$ cat src/rtl/tcws_pkg.sv
// Shared types and constants of the text console writer with scroll.
package tcws_pkg;

    localparam int COLS_DEF = 80;
    localparam int ROWS_DEF = 50;

    localparam logic [7:0] CHAR_NEWLINE = 8'd10;
    localparam logic [7:0] CHAR_SPACE   = 8'd32;
    localparam logic [7:0] ATTR_RESET   = 8'd15;

    localparam logic ACT_PUT  = 1'b0;
    localparam logic ACT_READ = 1'b1;

    localparam int         PADDR_W       = 3;
    localparam logic [2:0] REG_ATTR_ADDR = 3'd0;

    typedef struct packed {
        logic        action;
        logic [7:0]  char_code;
        logic [11:0] cell_index;
    } t_in_item;

    typedef struct packed {
        logic [15:0] cell_data;
        logic [11:0] cursor_pos;
    } t_out_item;

    // Commands from the controller to the datapath.
    typedef struct packed {
        logic load;
        logic clear_step;
        logic scroll_start;
        logic copy_step;
        logic fill_step;
        logic put_step;
        logic emit_read;
    } t_cmd;

    // Status from the datapath to the controller.
    typedef struct packed {
        logic full;
        logic col_last;
        logic newline;
        logic copy_last;
        logic cell_last;
    } t_stat;

endpackage

$ cat src/rtl/tcws_ctrl.sv
// Controller state machine: clearing pass, put, newline padding, scroll and read sequencing.
module tcws_ctrl (
    input  logic          i_clk,
    input  logic          i_rst_n,
    input  logic          start,
    input  logic          i_action,
    input  tcws_pkg::t_stat i_stat,
    output tcws_pkg::t_cmd  o_cmd,
    output logic          busy,
    output logic          o_strobe
);
    import tcws_pkg::*;

    localparam logic [2:0] S_CLEAR = 3'd0;
    localparam logic [2:0] S_FLUSH = 3'd1;
    localparam logic [2:0] S_IDLE  = 3'd2;
    localparam logic [2:0] S_PUT   = 3'd3;
    localparam logic [2:0] S_COPY  = 3'd4;
    localparam logic [2:0] S_FILL  = 3'd5;
    localparam logic [2:0] S_DONE  = 3'd6;
    localparam logic [2:0] S_RD    = 3'd7;

    logic [2:0] r_state;
    logic [2:0] n_state;

    always_comb begin
        n_state  = r_state;
        o_cmd    = '0;
        o_strobe = 1'b0;
        unique case (r_state)
            S_CLEAR: begin
                o_cmd.clear_step = 1'b1;
                if (i_stat.cell_last) begin
                    n_state = S_FLUSH;
                end
            end
            // The last clearing write lands here, before any read can be issued.
            S_FLUSH: begin
                n_state = S_IDLE;
            end
            S_IDLE: begin
                if (start) begin
                    o_cmd.load = 1'b1;
                    n_state    = (i_action == ACT_READ) ? S_RD : S_PUT;
                end
            end
            S_PUT: begin
                if (i_stat.full) begin
                    o_cmd.scroll_start = 1'b1;
                    n_state            = S_COPY;
                end else begin
                    o_cmd.put_step = 1'b1;
                    if (!i_stat.newline || i_stat.col_last) begin
                        n_state = S_DONE;
                    end
                end
            end
            S_COPY: begin
                o_cmd.copy_step = 1'b1;
                if (i_stat.copy_last) begin
                    n_state = S_FILL;
                end
            end
            S_FILL: begin
                o_cmd.fill_step = 1'b1;
                if (i_stat.cell_last) begin
                    n_state = S_PUT;
                end
            end
            S_DONE: begin
                o_strobe = 1'b1;
                n_state  = S_IDLE;
            end
            S_RD: begin
                o_cmd.emit_read = 1'b1;
                o_strobe        = 1'b1;
                n_state         = S_IDLE;
            end
            default: begin
                n_state = S_CLEAR;
            end
        endcase
    end

    always_ff @(posedge i_clk) begin
        if (!i_rst_n) begin
            r_state <= S_CLEAR;
        end else begin
            r_state <= n_state;
        end
    end

    assign busy = (r_state != S_IDLE);

endmodule

$ cat config.mk
export PLATFORM = sky130hd
export DESIGN_NAME = tcws_ctrl
export DESIGN_NICKNAME = d
export VERILOG_FILES = /design/src/rtl/tcws_pkg.sv /design/src/rtl/tcws_ctrl.sv
export SDC_FILE = /design/constraint.sdc
export NUM_CORES = 1
export LEC_CHECK = 0
export BUFFER_PORTS_ARGS = -buffer_cell sky130_fd_sc_hd__buf_4
export CAP_MARGIN = 20
export CORE_AREA = 2 2 39 41
export DETAILED_ROUTE_END_ITERATION = 6
export DIE_AREA = 0 0 41 43
export GPL_TIMING_DRIVEN = 1
export REMOVE_ABC_BUFFERS = 1
export SLEW_MARGIN = 20
export SYNTH_ARGS = -nofsm -noshare
export SYNTH_HDL_FRONTEND = slang
export SYNTH_SLANG_ARGS = --single-unit
export TNS_END_PERCENT = 1
$ cat constraint.sdc
create_clock -name i_clk -period 2.06 [get_ports i_clk]
set_clock_uncertainty 0.15 [all_clocks]
set_input_delay 0.103 -clock i_clk [delete_from_list [all_inputs] [get_ports i_clk]]
set_output_delay 0.103 -clock i_clk [all_outputs]
set_load 0.01 [all_outputs]
==> out/qor.txt, run 1 <==
CP startpoint kind -> flop
Total gr overflow -> 0
# hold bufs at CTS -> 1
CP Class -> flop to flop
Reg area -> 60.1 um2
Synth Area per Inst -> 8.72 um2
Worst path arrival time -> 1640 ps
Commonest non-fill, non-tap cell in the layout -> buf_4
CTS resizes -> 0
Synth warn -> 0
Worst-path maximum fanout -> 13
Reg2reg setup slack -> 430 ps
ANT cells -> 0
Area of the multi-input gates -> 193 um2
CORE AREA -> 1380 um2
Max FFs per register -> 3
DR vias -> 299
Ports -> 18
Post-route ant nets -> 0
Syn Inst Count -> 33
Crit path largest cell delay -> 550 ps
Slew headroom -> 74.0%
First-pass GRT wire length -> 1.06 mm
Critical path destination -> r_state[0]
Layout Nets -> 62
Worst-path clk slew -> 40 ps
Rows -> 14
R2r worst-path depth -> 4
Max cap viols -> 0
Actual slew at the worst max-slew pin -> 390 ps
Initial core utilization -> 20.8%
Final Util -> 32.1%
VDD IR max -> 0.353 mV
Power density cells -> 1140 nW/um2
Setup TNS -> 0 ps
Share of post-route cells with drive strength above 1 -> 48.1%
Met3 WL -> 32 um
Clock sink total -> 3
Yosys top cell area share -> 20.9%
Vias in the first global route -> 264
Pwr Total -> 506 uW
Leak Pwr -> 0.218 nW
Endpoints failing setup -> 0
Num CTS Buffers -> 3
Critical path, cell by cell -> mux2i_1 > a21o_2 > a311oi_2 > mux2i_1
Slew Limit Fails -> 0
Iteration-0 DRC Markers -> 3
Tot GR Track Use -> 9.43%
Worst setup EP type -> flop
Area grow syn2layout -> 54.3%
Hold depth -> 3
Sequential fraction of the synthesis area -> 20.9%
Initial antenna violation count -> 0
Outcome -> finished, final reports clean
Min-Delay Path Class -> input port to flop
#FFs+latches synth -> 3
Post-synth cell types -> 23
Biggest regs -> r_state x3
CTS tree -> built
Fmax -> 0.612 GHz
Most flops, register -> r_state
Pin count of the biggest net entering global routing -> 14
Final period util -> 79.3%
Clock Path Buffers -> 2
RD Place Congestion -> 0.774
Die Span X -> 41 um
Residual DRC -> 0
Die area -> 1760 um2
HPWL after DPL -> 484 um
Routed met1 length -> 297 um
Fillers -> 157
Worst Setup Slack post-DPL -> 434 ps
DIE HEIGHT -> 43 um
Synth area leaders -> dfxtp_1 (21%), buf_6 (7.8%), mux2i_1 (7.0%)
I/O Buffers -> 17
Post-CTS setup buffers -> 0
Syn Std Cell Area -> 288 um2
Largest area contributor in the netlist -> dfxtp_1
Worst R2R End -> r_state[0]
CTS H-tree depth -> 1
RSZ-0062 raised after global routing -> false
Final min period -> 1630 ps
Clock Tree Root -> clkbuf_4
DR WL/cell -> 9.60 um
Uppermost routed layer -> met3
CP most frequent cell -> mux2i_1
Endpoints failing hold -> 0
Worst r2r src -> r_state[1]
Met2 Routed Length -> 324 um
Total iterations of the first detailed-routing run -> 4
Slowest cell on crit path -> dfxtp_1
WL final -> 653 um
Vias per cell -> 4.40
Data required time of the worst path -> 2070 ps
Insertion delay of the later-clocked pin in the worst-skew pair -> 230 ps
Final worst slack -> 426 ps
Most frequent cells in the layout -> buf_4 (17), clkbuf_4 (3), dfxtp_1 (3)
Launch point of the worst path -> r_state[1]
-- worst min path at each step --
stage | from | end | slack, ps
final | i_stat[2] | r_state[0] | 70
after CTS | i_stat[2] | r_state[0] | 60
after global routing | i_stat[2] | r_state[0] | 70
after global placement | i_rst_n | r_state[1] | 230
after floorplan | i_rst_n | r_state[2] | 90
after detailed placement | i_rst_n | r_state[1] | 230
-- area by class of cell --
type	instances	share of cell area, %
Tap cell	16	4.51
Timing Repair Buffer	18	31.0
Sequential cell	3	13.5
Clock buffer	4	5.92
Multi-Input combinational cell	25	43.4
Inverter	2	1.69
-- synth_stat cells --
cell type,count
nor2_1,1
and3b_4,1
nand2_1,2
and3_1,2
dfxtp_1,3
nor3_1,1
buf_2,1
mux2i_1,2
nor4bb_1,1
nor3b_1,2
a311oi_2,1
o21ai_0,1
o21bai_1,2
and3b_1,1
a31oi_1,1
and2_2,1
and3_2,1
nor2b_1,2
or3b_1,1
buf_6,2
inv_1,2
o221a_1,1
a21o_2,1
-- cell families after synthesis --
| logic type | Yosys count | share of synthesized area [%] |
|---|---|---|
| buf+inv | 5 | 12.2 |
| mux | 2 | 6.96 |
| compound gates | 7 | 21.3 |
| simple gates | 16 | 38.7 |
| flops | 3 | 20.9 |
-- per-layer routing --
metal	global-route usage, %	vias up
met5	0	-
met4	10.0	0
met3	3.14	0
met2	10.6	11
met1	12.5	132
li1	-	156
-- where the power goes --
part / switching, mW / total (mW) / internal [mW]
sequential: 0.0563 / 0.139 / 0.0831
combinational: 0.108 / 0.262 / 0.155
clock: 0.0315 / 0.104 / 0.0727
-- metrics by stage --
| stage | std cells | area, um2 | hold slack [ps] |
|---|---|---|---|
| 6_report | 68 | 444 | 72.9 |
| 3_3_place_gp | 63 | 408 | 232 |
| 5_1_grt | 68 | 444 | 68.2 |
| 4_1_cts | 68 | 444 | 64.0 |
| 3_5_place_dp | 63 | 408 | 232 |
| 2_1_floorplan | 30 | 260 | 94.9 |
-- critical path, delay by kind of cell (launching register included) --
| family | cells | cell delay (ps) |
|---|---|---|
| AOI/OAI and AO/OA | 2 | 520 |
| DFF | 1 | 550 |
| muxes | 2 | 340 |
Power figures use the tool's default switching activity.
==> inputs of run 2 (changes only) <==
clock period = 1.6 ns   (was 2.06 ns; I/O delays follow)
==> out/qor.txt, run 2 (synthesis results as in run 1) <==
Outcome -> finished, final reports clean
Clock Tree Root -> clkbuf_4
Clock Path Buffers -> 2
Critical Path Stages -> 4
R2r worst-path depth -> 4
Critical path, cell by cell -> mux2i_1 > a21o_2 > a311oi_2 > mux2i_1
Cell family with most CP delay -> compound AO/OA/AOI/OAI gates
Residual DRC -> 0
Rows -> 14
Worst-path maximum fanout -> 7
Clock sink total -> 3
Actual slew at the worst max-slew pin -> 297 ps
Share of post-route cells with drive strength above 1 -> 55.4%
RD Place Congestion -> 0.757
CP Class -> flop to flop
Critical path destination -> r_state[0]
Fmax -> 0.666 GHz
Worst setup EP type -> flop
Layout Nets -> 66
Pin count of the biggest net entering global routing -> 10
ANT cells -> 0
Initial core utilization -> 20.8%
Post-route ant nets -> 0
Final period util -> 93.9%
Insertion delay of the later-clocked pin in the worst-skew pair -> 230 ps
Initial antenna violation count -> 0
Launch point of the worst path -> r_state[1]
Max cap viols -> 0
Vias in the first global route -> 306
Slowest cell on crit path -> dfxtp_1
DIE HEIGHT -> 43 um
Bufs and invs on worst path -> 0
I/O Buffers -> 17
Die area -> 1760 um2
Worst r2r src -> r_state[1]
Power density cells -> 1480 nW/um2
Reg2reg setup slack -> 100 ps
CORE AREA -> 1380 um2
Biggest regs -> r_state x3
Slew Limit Fails -> 0
CTS tree -> built
RSZ-0062 raised after global routing -> false
Worst-path clk slew -> 40 ps
Vias per cell -> 4.40
Pwr Total -> 712 uW
Area grow syn2layout -> 67.4%
HPWL after DPL -> 537 um
Min-Delay Path Class -> input port to flop
CP startpoint kind -> flop
Total gr overflow -> 0
Die Span X -> 41 um
Fillers -> 149
Tot GR Track Use -> 10.8%
Iteration-0 DRC Markers -> 9
DR vias -> 317
First-pass GRT wire length -> 1.23 mm
Post-route cell area -> 482 um2
Most frequent cells in the layout -> buf_4 (21), clkbuf_4 (3)
Worst path arrival time -> 1510 ps
Setup TNS -> 0 ps
Data required time of the worst path -> 1610 ps
CP most frequent cell -> mux2i_1
Post-CTS setup buffers -> 0
Ports -> 18
WL final -> 703 um
Commonest non-fill, non-tap cell in the layout -> buf_4
Num CTS Buffers -> 3
Most flops, register -> r_state
Leak Pwr -> 0.239 nW
Hold slack -> 37.3 ps
Worst R2R End -> r_state[0]
Placed cell area -> 438 um2
Slew headroom -> 80.2%
Endpoints failing setup -> 0
Crit path largest cell delay -> 440 ps
DR WL/cell -> 9.76 um
CTS H-tree depth -> 1
Final min period -> 1500 ps
Total iterations of the first detailed-routing run -> 4
Max FFs per register -> 3
Endpoints failing hold -> 0
VDD IR max -> 0.498 mV
==> run 2: routing by layer <==
metal  vias to the layer above  part of all wire (%)  global-route usage, %
li1                        169                     -                      -
met5                         -                     0                      0
met4                         0                     0                   10.0
met1                       137                    45                   12.8
met2                        11                    48                   13.8
met3                         0                   7.0                   4.71
==> run 2: worst min-delay path by stage <==
stage,startpoint,end,slack [ps],depth (start not counted)
2_1_floorplan,i_rst_n,r_state[2],70,1
3_3_place_gp,i_rst_n,r_state[1],210,2
3_5_place_dp,i_rst_n,r_state[1],210,2
4_1_cts,i_stat[2],r_state[0],30,3
5_1_grt,i_stat[2],r_state[0],40,3
6_report,i_stat[2],r_state[0],40,3
==> run 2: cell type report <==
type / instances / area [um2] / share of cell area [%]
Multi-Input combinational cell: 25 / 199 / 41.3
Timing Repair Buffer: 22 / 168 / 34.8
Sequential cell: 3 / 61.3 / 12.7
Clock buffer: 4 / 26.3 / 5.45
Tap cell: 16 / 20.0 / 4.16
Inverter: 2 / 7.51 / 1.56
==> run 2: power by group <==
group	switching, mW	leakage [nW]	internal (mW)
Clock	0.0428	0.0150	0.0937
Sequential	0.0568	0.0251	0.110
Combinational	0.168	0.199	0.242
Total	0.267	0.239	0.445
==> run 2: what timing repair did <==
| action | in CTS | in global routing |
|---|---|---|
| hold endpoints to repair | 3 | 0 |
| hold buffers | 1 | 0 |
| gates resized for setup | 0 | 2 |
| setup endpoints to repair | 0 | 3 |
==> run 2: metrics by stage <==
| stage | utilization (%) | std cells | worst slack, ps |
|---|---|---|---|
| floorplan | - | 30 | 115 |
| global placement | 31.6 | 67 | 78.4 |
| detailed placement | 31.6 | 67 | 95.3 |
| CTS | 34.3 | 72 | 59.5 |
| global route | 34.8 | 72 | 4.85 |
| finish | 34.8 | 72 | 98.2 |
==> run 2: worst register-to-register path: cells and delay by family (launching register included) <==
kind | cells | cell delay (ps)
muxes | 2 | 320
AOI/OAI and AO/OA | 2 | 520
DFF | 1 | 440
==> inputs of run 3 (changes only) <==
PLACE_DENSITY = 0.48   (was not set)
==> out/qor.txt, run 3 (synthesis results as in run 1) <==
Clock Tree Root -> clkbuf_4
Num CTS Buffers -> 3
Met3 WL -> 35 um
Power density cells -> 1470 nW/um2
Actual slew at the worst max-slew pin -> 265 ps
I/O Buffers -> 17
Slew headroom -> 82.1%
Share of post-route cells with drive strength above 1 -> 58.2%
CP startpoint kind -> flop
Max cap viols -> 0
ANT cells -> 0
Sequential power share -> 25.6%
First-pass GRT wire length -> 1.20 mm
Routed met1 length -> 306 um
Worst path arrival time -> 1470 ps
Net Sw Frac -> 37.1%
Met2 Routed Length -> 377 um
Rows -> 14
RD Place Congestion -> 0.720
Min-delay src -> i_stat[2]
Insertion delay of the later-clocked pin in the worst-skew pair -> 230 ps
Data required time of the worst path -> 1600 ps
Clock sink total -> 3
Fillers -> 157
Worst-path maximum fanout -> 10
Total iterations of the first detailed-routing run -> 3
P_int -> 442 uW
Final min period -> 1470 ps
Iteration-0 DRC Markers -> 2
Tot GR Track Use -> 10.0%
Worst setup EP type -> flop
Uppermost routed layer -> met3
CORE AREA -> 1380 um2
Post-CTS setup buffers -> 0
R2r worst-path depth -> 4
Final Util -> 34.4%
Reg2reg setup slack -> 130 ps
Ports -> 18
CP Class -> flop to flop
Vias in the first global route -> 296
Most flops, register -> r_state
DR WL/cell -> 10.1 um
Comb pwr share -> 56.0%
Die area -> 1760 um2
Post-route ant nets -> 0
CTS tree -> built
DIE HEIGHT -> 43 um
DP Cell Count -> 66
Die Span X -> 41 um
Endpoints failing setup -> 0
Leak Pwr -> 0.235 nW
Min-Delay Path Class -> input port to flop
Residual DRC -> 0
Worst r2r src -> r_state[2]
WL final -> 720 um
Biggest regs -> r_state x3
Most frequent cells in the layout -> buf_4 (20), clkbuf_4 (3), dfxtp_2 (3)
Layout Nets -> 65
Clock Path Buffers -> 2
VDD IR max -> 0.372 mV
Final period util -> 91.8%
Outcome -> finished, final reports clean
Net switching power -> 260 uW
Hold depth -> 3
HPWL after DPL -> 566 um
DR vias -> 307
Endpoints failing hold -> 0
Total gr overflow -> 0
CTS H-tree depth -> 1
Worst-path clk slew -> 40 ps
Area grow syn2layout -> 65.7%
Setup TNS -> 0 ps
Max FFs per register -> 3
Worst R2R End -> r_state[0]
Final Non-Filler Cells -> 71
Pin count of the biggest net entering global routing -> 11
Hold EP -> r_state[0]
Clock share of power -> 18.4%
RSZ-0062 raised after global routing -> false
Fmax -> 0.681 GHz
Initial core utilization -> 20.8%
Vias per cell -> 4.32
Slew Limit Fails -> 0
Initial antenna violation count -> 0
Commonest non-fill, non-tap cell in the layout -> buf_4
[run 3: changes by cell type in the layout (fill, tap and decap cells not counted), sizes merged]
cell and delta:
buf -1
[run 3: power by group through the flow]
stage          logic [mW]  clock network [mW]  registers, mW
2_1_floorplan       0.222                   0          0.159
3_3_place_gp        0.392                   0          0.169
3_5_place_dp        0.391                   0          0.170
4_1_cts             0.395               0.135          0.170
5_1_grt             0.445               0.144          0.189
6_report            0.393               0.129          0.180
[run 3: metrics by stage]
stage / power, mW / worst slack, ps / hold slack (ps) / instance area (um2)
finish: 0.702 / 131 / 45.5 / 477
global route: 0.779 / 39.3 / 45.2 / 477
CTS: 0.700 / 10.3 / 49.7 / 467
detailed placement: 0.561 / 18.8 / 208 / 430
global placement: 0.561 / 63.9 / 207 / 430
floorplan: 0.381 / 115 / 71.9 / 260
[run 3: final cells by class]
class / instances / area [um2] / share of cell area, %
clock buffers: 4 / 26.3 / 5.51
repair buffers: 21 / 160 / 33.6
well taps: 16 / 20.0 / 4.20
flip-flops and latches: 3 / 63.8 / 13.4
multi-input cells: 25 / 199 / 41.7
inverters: 2 / 7.51 / 1.57
[run 3: how the worst max path moves through the flow]
stage / start / to / slack (ps)
2_1_floorplan: r_state[2] / r_state[0] / 120
3_3_place_gp: r_state[2] / r_state[2] / 60
3_5_place_dp: r_state[2] / r_state[2] / 20
4_1_cts: r_state[2] / r_state[2] / 10
5_1_grt: r_state[2] / r_state[2] / 40
6_report: r_state[2] / r_state[0] / 130
[run 3: critical path: stages, from the launching register on]
cell	delay (ps)
dfxtp_2	360
nor4bb_2	190
a21o_2	210
a311oi_2	280
mux2i_1	210
[run 3: timing repair]
action                                  CTS  global route
endpoints found under the setup margin    0             3
resized for setup                         0             4
endpoints found under the hold margin     3             0
hold buffers                              1             0
[run 3: routing by layer]
metal,vias to the layer above,GRT usage (%)
met5,-,0
met4,0,8.00
met3,0,1.57
met2,8,14.7
met1,135,12.1
li1,164,-
